File: config.mk
export PLATFORM = sky130hd
export DESIGN_NAME = tsof_mul
export DESIGN_NICKNAME = d
export VERILOG_FILES = /design/src/tsof_pkg.sv /design/src/tsof_mul.sv
export SDC_FILE = /design/constraint.sdc
export NUM_CORES = 2
export LEC_CHECK = 0
export BUFFER_PORTS_ARGS = -buffer_cell sky130_fd_sc_hd__buf_2
export CORE_ASPECT_RATIO = 1.1
export CORE_MARGIN = 2
export CORE_UTILIZATION = 53
export CTS_BUF_LIST = sky130_fd_sc_hd__clkbuf_2 sky130_fd_sc_hd__clkbuf_4 sky130_fd_sc_hd__clkbuf_8
export DETAILED_ROUTE_END_ITERATION = 6
export PLACE_DENSITY = 0.81
export SYNTH_ARGS = -nofsm -noshare
export SYNTH_HDL_FRONTEND = slang
export SYNTH_SLANG_ARGS = --single-unit
File: constraint.sdc
create_clock -name aclk -period 18.2 [get_ports aclk]
set_input_delay 0.91 -clock aclk [delete_from_list [all_inputs] [get_ports aclk]]
set_output_delay 0.91 -clock aclk [all_outputs]
set_load 0.005 [all_outputs]
File: src/tsof_pkg.sv
// Shared widths and step codes for the Tustin second-order filter.
// No dependencies; used by tsof_mul, tsof_div and tustin_second_order_filter.
package tsof_pkg;

    localparam int DW      = 32;   // sample and coefficient width
    localparam int TW      = 16;   // time step width
    localparam int NUM_REGS = 6;
    localparam int IDXW    = 3;

    localparam int CW      = 72;   // discretized coefficient width
    localparam int CHUNK   = 36;   // coefficient half fed to the multiplier
    localparam int MA      = 33;   // multiplier operand a
    localparam int MB      = 37;   // multiplier operand b
    localparam int PW      = MA + MB;
    localparam int AW      = 104;  // numerator accumulator
    localparam int NW      = 108;  // divider datapath
    localparam int QW      = 34;   // quotient bits, top bit is overflow
    localparam int SW      = 4;    // step counter

    // register indexes
    localparam logic [IDXW-1:0] REG_NUM_S2 = 3'd0;
    localparam logic [IDXW-1:0] REG_NUM_S1 = 3'd1;
    localparam logic [IDXW-1:0] REG_NUM_S0 = 3'd2;
    localparam logic [IDXW-1:0] REG_DEN_S2 = 3'd3;
    localparam logic [IDXW-1:0] REG_DEN_S1 = 3'd4;
    localparam logic [IDXW-1:0] REG_DEN_S0 = 3'd5;

    // multiply sequence
    localparam logic [SW-1:0] STEP_K1   = 4'd0;   // dt*dt
    localparam logic [SW-1:0] STEP_Q    = 4'd1;
    localparam logic [SW-1:0] STEP_R    = 4'd2;
    localparam logic [SW-1:0] STEP_QD   = 4'd3;
    localparam logic [SW-1:0] STEP_RD   = 4'd4;
    localparam logic [SW-1:0] STEP_TAP  = 4'd5;   // first sample product
    localparam logic [SW-1:0] STEP_LAST = 4'd14;

endpackage

File: src/tsof_mul.sv
// Shared signed multiplier with registered product.
// Depends on tsof_pkg.
module tsof_mul (
    input  logic                              aclk,
    input  logic signed [tsof_pkg::MA-1:0]    op_a,
    input  logic signed [tsof_pkg::MB-1:0]    op_b,
    output logic signed [tsof_pkg::PW-1:0]    product
);

    logic signed [tsof_pkg::PW-1:0] product_reg;

    always_ff @(posedge aclk) begin
        product_reg <= op_a * op_b;
    end

    assign product = product_reg;

endmodule

---- After elaboration in Yosys (flattened, before gate mapping) ----
Cells that the tools add are included.
storage, ports and cells
  register bits after elaboration ......... 70
  input port bits ......................... 71
  output and inout bits ................... 70
  logic and storage cells ................. 2
cells by class
  $mul .................................... 1
operators by type and width
  cell                                            number
  33-bit by 37-bit multiplier with 70-bit output  1

---- Depth between registers and ports, before layout ----
  depth after elaboration ................. 1
  depth in mapped cells ................... 31
  mapped depth without buffers ............ 28

---- Least setup slack after synthesis ----
OpenSTA, ideal clock, no wires.
  path kind ............................... input -> register
  start ................................... in op_b[36] (netlist name)
  end ..................................... reg product_reg, in the netlist product[66]
  setup time .............................. 0.121 ns
  arrival ................................. 8.450 ns
  data required time ...................... 18.079 ns
  slack ................................... 9.629 ns
  stages on the path ...................... 26
  path buffers ............................ 1
  path through ............................ clkbuf_1 nand2_1 inv_1 fa_1 fa_1 fa_1 inv_1 fa_1 inv_1 fa_1 fa_1 fa_1 inv_1 fa_1 inv_1 ha_1 a21o_1 a21o_1 a21oi_1 o21ai_0 a221oi_1 nor2_1 a21oi_1 o31ai_1 o41a_1 xor2_1
between the ends
  cells in the longest elaborated chain, start to end .. 1
RTL lines
  what                                            line            source
  start: declaration                              tsof_mul.sv:6   input logic signed [tsof_pkg::MB-1:0] op_b,
  33-bit by 37-bit multiplier with 70-bit output  tsof_mul.sv:13  product_reg <= op_a * op_b;
  end signal: assignment                          tsof_mul.sv:13
  end: declaration                                tsof_mul.sv:10  logic signed [tsof_pkg::PW-1:0] product_reg;
No other way between the ends.

---- Worst setup path in the final report ----
Ends and elaborated chain as after synthesis.

==> metrics.md <==
| Metric | Value |
|---|---|
| CP Max Fanout | `33` |
| Vias in the first global route | `36600` |
| Slew Limit Fails | `0` |
| Mapped Cells | `4726` |
| Tcrit/Tclk final | `51.3%` |
| Worst Max-Slew Pin Slew | `1140 ps` |
| Final setup violation count | `0` |
| Die width | `280 µm` |
| # rows | `111` |
| Ys async rst share | `0%` |
| Reg clk slew, reported paths | `90 ps` |
| Gr ovfl total | `0` |
| Max reg flops | `70` |
| Most frequent cells in the layout | `1269 x fa_1, 1233 x inv_1, 627 x and2_1, 608 x nand2_1, 225 x ha_1` |
| Setup_tns | `0 ps` |
| Chip Height | `308 µm` |
| MaxCap Viol Count | `0` |
| Design Area, Final | `45800 µm²` |
| Number of port buffers | `140` |
| Starting Density | `53.4%` |
| Status | `finished clean` |
| Layout Nets | `6210` |
| Synth Net Count | `6291` |
| CTS tree | `yes` |
| GP Congestion | `0.940` |
| Area delta synth->final | `3.29%` |
| Number of synthesized flops with an enable pin | `0` |
| Layout cells sized above 1 | `4.24%` |
| DR pass1 iterations | `6` |
| Fmax | `107 MHz` |
| GRT Total Usage | `30.0%` |
| Post-CTS Setup Bufs | `0` |
| Placed cell count | `5707` |
| Synth Cell Area | `44400 µm²` |
| Final hold violation count | `0` |
| Iter 0 DRT Violations | `2585` |
| Vias | `32400` |
| Non-Filler Instances | `5729` |
| Most common cell after layout, fill and taps aside | `fa_1` |
| Worst Setup End Kind | `flip-flop` |
| Drt drc | `0` |
| Routed length per instance | `21.4 µm` |
| Launching element type of the critical path | `primary input` |
| Hold buffers post-CTS | `0` |
| Ys Warns | `0` |
| First-pass GRT wire length | `195000 µm` |
| Routed wire length | `123000 µm` |
| RSZ-0062 raised after global routing | `false` |
| Detail Placement HPWL | `95000 µm` |
| Yosys cell types | `61` |
| Number of routed nets with antenna violations | `0` |
| Initial antenna violation count | `9` |
| Clock root buffer | `clkbuf_8` |
| CTS buffer count | `9` |
| CTS H-tree lvls | `3` |
| Instance area at placement | `45600 µm²` |
| Core area | `83200 µm²` |
| FF+latch count, synth | `70` |
| Post-Syn Area per Cell | `9.39 µm²` |
| Predominant post-synthesis flop cell | `dfxtp_1` |
| Post-cts resize count | `0` |
| Slew headroom | `24.1%` |
| WS Path Type | `in -> reg` |
| Largest net degree at the start of global routing | `38` |
| Sequential share of the synthesized area | `3.16%` |
| Die footprint | `86100 µm²` |
| I/O pins | `141` |
| Required @ worst endpoint | `18460 ps` |
| Fillers | `7110` |
| Hold Path Class | `in -> reg` |
| CTS sink count | `70` |
| CP arrival | `9600 ps` |
| Routed vias/inst | `5.66` |
| Fin crit period | `9340 ps` |
| Clock buffer depth | `2` |
## per-stage QoR
stage	util, %	setup slack (ps)	hold slack [ps]
3_3_place_gp	54.8	8670	1290
6_report	55.1	8860	1190
4_1_cts	55.1	8920	1160
3_5_place_dp	54.8	8520	1290
2_1_floorplan	-	9630	1040
5_1_grt	55.1	8450	1160
## final cells by class
type / instances / area (µm²) / area share [%]
multi-input combinational: 3170 / 37400 / 81.6
tap: 1073 / 1340 / 2.93
antenna: 6 / 15.0 / 0.0327
inverter: 1233 / 4630 / 10.1
timing repair buffer: 161 / 858 / 1.87
clock buffer: 10 / 138 / 0.300
clock inverter: 6 / 68.8 / 0.150
sequential: 70 / 1400 / 3.06
## final timing paths
path | startpoint | end | slack [ps] | cells after the start
setup / recovery | op_b[36] | product[66] | 8860 | 26
hold / removal | op_a[0] | product[0] | 1190 | 2
## cells by family after synthesis
logic type      count (synthesis)  synth area share, %
buf+inv                      1486                 12.6
compound gates                230                 3.62
mux                             2               0.0451
xor+xnor                       80                 1.58
simple gates                 1364                 15.4
fa+ha+maj                    1494                 63.6
flops                          70                 3.16
## worst max-delay path, stage by stage
cell,delay (ps)
buf_2,580
nand2_1,190
inv_1,190
fa_1,500
fa_1,570
fa_1,1020
inv_1,150
fa_1,520
inv_1,640
fa_1,570
fa_1,500
fa_1,490
inv_1,50
fa_1,470
inv_1,40
ha_1,350
a21o_1,220
a21o_1,200
a21oi_1,110
o21ai_0,120
a221oi_1,360
nor2_1,90
a21oi_1,140
o31ai_1,110
o41a_1,330
xor2_1,150
## synth_stat cells, drive strengths merged, types with 42 or more instances
master  instances  area, µm²
nand2         608       2280
o21ai          42        233
xnor2          53        464
fa           1269      25400
and2          627       3920
inv          1233       4630
dfxtp          70       1400
ha            225       2820
a21o           55        413
a21oi          63        327
nor2           63        236
clkbuf        246        923
## layer usage
layer / vias up / GRT usage (%) / share of wire (%)
met5: - / 0 / 0.025
met4: 6 / 24.7 / 10
met3: 696 / 5.49 / 8.5
met2: 1828 / 50.8 / 50
met1: 16700 / 33.0 / 32
li1: 13200 / - / -
Power is left out: the tool's default activity adds up to more than one toggle a clock period on the data nets, which glitch-free logic cannot reach.
