`src/tsof_pkg.sv`:
```
// Shared widths and step codes for the Tustin second-order filter.
// No dependencies; used by tsof_mul, tsof_div and tustin_second_order_filter.
package tsof_pkg;

    localparam int DW      = 32;   // sample and coefficient width
    localparam int TW      = 16;   // time step width
    localparam int NUM_REGS = 6;
    localparam int IDXW    = 3;

    localparam int CW      = 72;   // discretized coefficient width
    localparam int CHUNK   = 36;   // coefficient half fed to the multiplier
    localparam int MA      = 33;   // multiplier operand a
    localparam int MB      = 37;   // multiplier operand b
    localparam int PW      = MA + MB;
    localparam int AW      = 104;  // numerator accumulator
    localparam int NW      = 108;  // divider datapath
    localparam int QW      = 34;   // quotient bits, top bit is overflow
    localparam int SW      = 4;    // step counter

    // register indexes
    localparam logic [IDXW-1:0] REG_NUM_S2 = 3'd0;
    localparam logic [IDXW-1:0] REG_NUM_S1 = 3'd1;
    localparam logic [IDXW-1:0] REG_NUM_S0 = 3'd2;
    localparam logic [IDXW-1:0] REG_DEN_S2 = 3'd3;
    localparam logic [IDXW-1:0] REG_DEN_S1 = 3'd4;
    localparam logic [IDXW-1:0] REG_DEN_S0 = 3'd5;

    // multiply sequence
    localparam logic [SW-1:0] STEP_K1   = 4'd0;   // dt*dt
    localparam logic [SW-1:0] STEP_Q    = 4'd1;
    localparam logic [SW-1:0] STEP_R    = 4'd2;
    localparam logic [SW-1:0] STEP_QD   = 4'd3;
    localparam logic [SW-1:0] STEP_RD   = 4'd4;
    localparam logic [SW-1:0] STEP_TAP  = 4'd5;   // first sample product
    localparam logic [SW-1:0] STEP_LAST = 4'd14;

endpackage

```
`src/tsof_div.sv`:
```
// Restoring divider, one quotient bit per cycle, unsigned operands.
// Depends on tsof_pkg. Quotient top bit set means quotient >= 2^(QW-1).
module tsof_div (
    input  logic                          aclk,
    input  logic                          aresetn,
    input  logic                          start,
    input  logic [tsof_pkg::NW-1:0]       dividend,
    input  logic [tsof_pkg::NW-1:0]       divisor,
    output logic                          done,
    output logic [tsof_pkg::QW-1:0]       quotient
);

    localparam int CNTW = $clog2(tsof_pkg::QW);

    logic                       busy_reg, busy_next;
    logic                       done_reg, done_next;
    logic [CNTW-1:0]            cnt_reg, cnt_next;
    logic [tsof_pkg::NW-1:0]    rem_reg, rem_next;
    logic [tsof_pkg::NW-1:0]    dsh_reg, dsh_next;
    logic [tsof_pkg::QW-1:0]    quo_reg, quo_next;

    always_comb begin
        logic ge;
        busy_next = busy_reg;
        done_next = 1'b0;
        cnt_next  = cnt_reg;
        rem_next  = rem_reg;
        dsh_next  = dsh_reg;
        quo_next  = quo_reg;
        ge        = rem_reg >= dsh_reg;
        if (start) begin
            busy_next = 1'b1;
            cnt_next  = CNTW'(tsof_pkg::QW - 1);
            rem_next  = dividend;
            dsh_next  = divisor << (tsof_pkg::QW - 1);
            quo_next  = '0;
        end else if (busy_reg) begin
            if (ge) begin
                rem_next = rem_reg - dsh_reg;
            end
            quo_next = {quo_reg[tsof_pkg::QW-2:0], ge};
            dsh_next = dsh_reg >> 1;
            cnt_next = cnt_reg - 1'b1;
            if (cnt_reg == '0) begin
                busy_next = 1'b0;
                done_next = 1'b1;
            end
        end
    end

    always_ff @(posedge aclk) begin
        if (!aresetn) begin
            busy_reg <= 1'b0;
            done_reg <= 1'b0;
        end else begin
            busy_reg <= busy_next;
            done_reg <= done_next;
        end
        cnt_reg <= cnt_next;
        rem_reg <= rem_next;
        dsh_reg <= dsh_next;
        quo_reg <= quo_next;
    end

    assign done     = done_reg;
    assign quotient = quo_reg;

endmodule

```
`config.mk`:
```
export PLATFORM = sky130hd
export DESIGN_NAME = tsof_div
export DESIGN_NICKNAME = d
export VERILOG_FILES = /design/src/tsof_pkg.sv /design/src/tsof_div.sv
export SDC_FILE = /design/constraint.sdc
export NUM_CORES = 1
export LEC_CHECK = 0
export BUFFER_PORTS_ARGS = -buffer_cell sky130_fd_sc_hd__buf_2
export CAP_MARGIN = 20
export CORE_UTILIZATION = 40
export CTS_CLUSTER_SIZE = 12
export DETAILED_ROUTE_END_ITERATION = 16
export GPL_TIMING_DRIVEN = 0
export PLACE_DENSITY_LB_ADDON = 0.3
export SYNTH_ARGS = -nofsm -noshare
export SYNTH_HDL_FRONTEND = slang
export SYNTH_SLANG_ARGS = --single-unit
```
`constraint.sdc`:
```
create_clock -name aclk -period 11.77 [get_ports aclk]
set_clock_uncertainty 0.15 [all_clocks]
set_input_delay 0.5885 -clock aclk [delete_from_list [all_inputs] [get_ports aclk]]
set_output_delay 0.5885 -clock aclk [all_outputs]
set_load 0.02 [all_outputs]
```
**Word level (Yosys, flattened, before mapping)**

Cells that the tools add are included.

- $add $sub $neg: 2
- Magnitude comparators: 1
- Muxes and demuxes: 9
- Bitwise logic cells: 2
- Reductions and logical operators: 5

Operators by type and width:

| operator | number |
|---|---|
| 108-bit two-way mux | 5 |
| 108-bit greater-or-equal comparator | 1 |
| 108-bit subtractor | 1 |
| 6-bit logical NOT | 1 |
| 6-bit by 1-bit subtractor with 6-bit output (second input constant) | 1 |
| 1-bit two-way mux | 4 |
| 2-bit nonzero test | 2 |
| 3-bit OR reduction | 1 |
| 1-bit inverter | 2 |
| 2-bit AND reduction | 1 |

- Flip-flop bits (word level): 258
- Bits of input ports: 219
- Logic and storage cells: 26

**Longest topological paths before layout**

- Depth after elaboration: 4
- Gate-level depth with buffers: 15

**Worst setup path before layout**

OpenSTA, ideal clock, no wires.

- Path type: reg-to-reg
- Start point: register rem_reg[32] (netlist name)
- End point: register rem_reg[0] (netlist name) (enable)
- Setup time: 0.724 ns
- Arrival time: 10.179 ns
- Data required time: 10.896 ns
- Path slack: 0.717 ns
- Stages on the path, launching flop included: 13
- Path buffers: 1
- Cells stage by stage: edfxtp_1 -> ha_1 -> clkbuf_1 -> nand2_1 -> nor3_1 -> inv_1 -> nor3_1 -> o211ai_1 -> a2111oi_0 -> nor2_1 -> o21ai_0 -> a211oi_1 -> o21ai_0

- Longest elaborated chain between the ends: 3

Ends and longest elaborated chain:

| element | RTL line | source |
|---|---|---|
| start: declaration | tsof_div.sv:18 | `logic [tsof_pkg::NW-1:0] rem_reg, rem_next;` |
| start signal: assignment | tsof_div.sv:60 | `rem_reg <= rem_next;` |
| 108-bit greater-or-equal comparator | tsof_div.sv:30 | `ge = rem_reg >= dsh_reg;` |
| 2-bit nonzero test (no line) | - |  |
| 2-bit AND reduction (no line) | - |  |

No other way between the ends.
A chain may end at the register's enable or synchronous reset.

**Final worst setup path**

- Start point: register rem_reg[33] (netlist name)
- End point: register rem_reg[12] (netlist name) (enable)

The elaborated chain is that of the path after synthesis.

==> impl_results.md <==
* Fin util at 47.8%
* Clk root buf: clkbuf_16
* CP Capture Point: rem_reg[12]
* # resized after CTS at 0
* DRC violations left at 0
* Lkg Pwr at 8.33 nW
* CTS tree: done
* Area Overhead vs Synth at 17.0%
* RR Endpoint: rem_reg[12]
* Crit-path cells: ha_1, clkbuf_1, nand2_1, nor3_1, inv_1, nor3_1, o211ai_1, a2111oi_0, nor2_1, o21ai_0, a211oi_1, o21ai_4, buf_16, buf_12
* Largest net degree at the start of global routing at 50
* Commonest cells after routing, fill and taps aside: nand2_1 (374), o21ai_0 (270), buf_2 (221)
* CTS Buf Count at 31
* Worst Setup Path Type: flop to flop
* Pwr Density at 197 nW/um^2
* Reg2reg start: rem_reg[33]
* Worst slew pin tran at 1030 ps
* Highest clock rate at 172 MHz
* CP Capture Type: flop
* Max incr delay on CP at 640 ps
* CTS sink count at 258
* DP HPWL at 43,600 um
* Finished Cell Area at 20,700 sq um
* Critical path peak fanout at 27
* Period utilization at 49.3%
* Initial DRT Pass Iterations at 8
* GRT Overall Usage at 24.1%
* Die H at 212 um
* Mapped cell area at 17,700 sq um
* Status: finished clean
* Syn Inst Count at 2,125
* Post-synth EDFFs at 183
* CP Data Arrival Time at 5940 ps
* Worst-Skew Late Latency at 600 ps
* Syn_area_per_cell at 8.31 sq um
* Setup repair bufs after CTS at 0
* Max Slew Vio Count at 0
* Minimum clock period at 5810 ps
* CTS H-tree depth at 1
* Max VDD drop at 0.000111 V
* Distinct cells, synth at 68
* Gpl congestion at 0.962
* Hold Crit Class: input port to flop
* Post-placement cell area at 19,700 sq um
* I/O pins at 254
* Relative slew slack at 31.1%
* Top cell by count, worst path: nor3_1
* Setup_tns at 0 ps
* Post-CTS Hold Fix Bufs at 0
* Antenna viol nets, final at 0
* Net count after synthesis at 2,455
* Synth top area share at 31.1%
* Routed len/inst at 18.4 um
* RSZ-0062 raised after global routing: no
* Nets at 2,715
* Port bufs at 219
* Max Cap Viol at 0
* Finish-stage setup viols at 0
* Initial antenna violation count at 10
* Fraction of the yosys area taken by sequential cells at 39.6%
* Post-Route WL at 55,100 um
* Worst-path clk slew at 60 ps
* GR Overflow Total at 0
* Vias at 16,200
* FP Rows at 76
* Clock Tree Buf Depth at 3
* Critical Path Start Type: flop
* Top cells by area, synth: edfxtp_1 (31%), dfxtp_1 (8.5%), nand2_1 (7.9%)
* Master of the slowest instance on the critical path: o21ai_4
* Initial Util at 40.8%
* Yosys warns at 0
* Minimum hold slack at 128 ps
* FF-to-FF path depth at 14
* Layout cell share with drive strength beyond 1 at 12.5%
* DR iter-0 viols at 1,123
* Crit path launch: rem_reg[33]
* First-pass GRT wire length at 84,700 um
* Register-to-register setup slack at 5960 ps
* Vias in the first global route at 15,700
* Final hold violations at 0
* Yosys top cell by area: edfxtp_1
* Via-to-Cell Ratio at 5.42
* Yosys reg bits at 258
* Post-synth ARST share at 0%
* Ys flop type: edfxtp_1
* Core Area at 43,300 sq um
* CP required at 11,900 ps
* Die X at 212 um
* DIE AREA at 45,000 sq um
* Commonest non-fill, non-tap cell in the layout: nand2_1
-- worst max-delay path: cells and delay by family (launching register included) --
family	cells	cell delay, ps
fa+ha+maj	1	290
compound gates	5	2430
buf+inv	4	850
flops	1	410
simple gates	4	1320
-- cell usage after synthesis, drive strengths merged (41+ instances only) --
| library cell | n |
|---|---|
| nand2 | 374 |
| o21ai | 275 |
| edfxtp | 183 |
| a21oi | 179 |
| nor2 | 172 |
| inv | 139 |
| ha | 110 |
| clkbuf | 90 |
| dfxtp | 75 |
| mux2i | 66 |
| xnor2 | 64 |
| nand4 | 54 |
| xor2 | 41 |
-- cell type report --
type	count	area [sq um]
Fill cell	4289	22600
Multi-Input combinational cell	1620	9750
Sequential cell	258	7000
Timing Repair Buffer	227	1280
Clock buffer	40	831
Tap cell	585	732
Inverter	140	526
Buffer	107	407
Clock inverter	16	134
Antenna cell	3	7.51
-- per-layer routing --
layer | wire length (um) | global-route usage [%] | vias up
met4 | 1630 | 7.22 | 14
met5 | 86 | 0 | -
met2 | 24500 | 38.5 | 520
li1 | - | - | 8049
met1 | 24900 | 32.6 | 7566
met3 | 4050 | 4.79 | 95
-- logic make-up after synthesis --
| group | Yosys count | synth area share (%) |
|---|---|---|
| AOI/OAI and AO/OA | 625 | 20.8 |
| xor gates and xnor gates | 105 | 5.21 |
| adders and majority gates | 111 | 7.91 |
| buffers and inverters | 247 | 5.27 |
| DFF | 258 | 39.6 |
| muxes | 69 | 3.93 |
| and+or+nand+nor | 710 | 17.3 |
-- power breakdown --
group / internal [mW] / switching [mW] / total, mW
combinational: 0.701 / 1.21 / 1.91
clock: 0.538 / 0.401 / 0.939
sequential: 1.17 / 0.0569 / 1.23
total: 2.41 / 1.67 / 4.08
-- per-stage QoR --
step | setup slack (ps) | power, mW | cells
floorplan | 717 | 2.62 | 2125
global placement | -5220 | 3.11 | 2929
detailed placement | 6220 | 3.12 | 2937
CTS | 6160 | 4.08 | 2993
global route | 5860 | 4.35 | 2994
finish | 5960 | 4.08 | 2996
-- worst min path at each step --
stage	from	to	cells past startpoint
finish	divisor[48]	dsh_reg[81]	3
global route	divisor[48]	dsh_reg[81]	3
CTS	aresetn	done	3
detailed placement	quotient[33]	quotient[33]	2
global placement	quotient[33]	quotient[33]	2
floorplan	dsh_reg[0]	dsh_reg[0]	2
Note: power is estimated with default switching activity, not from simulation.
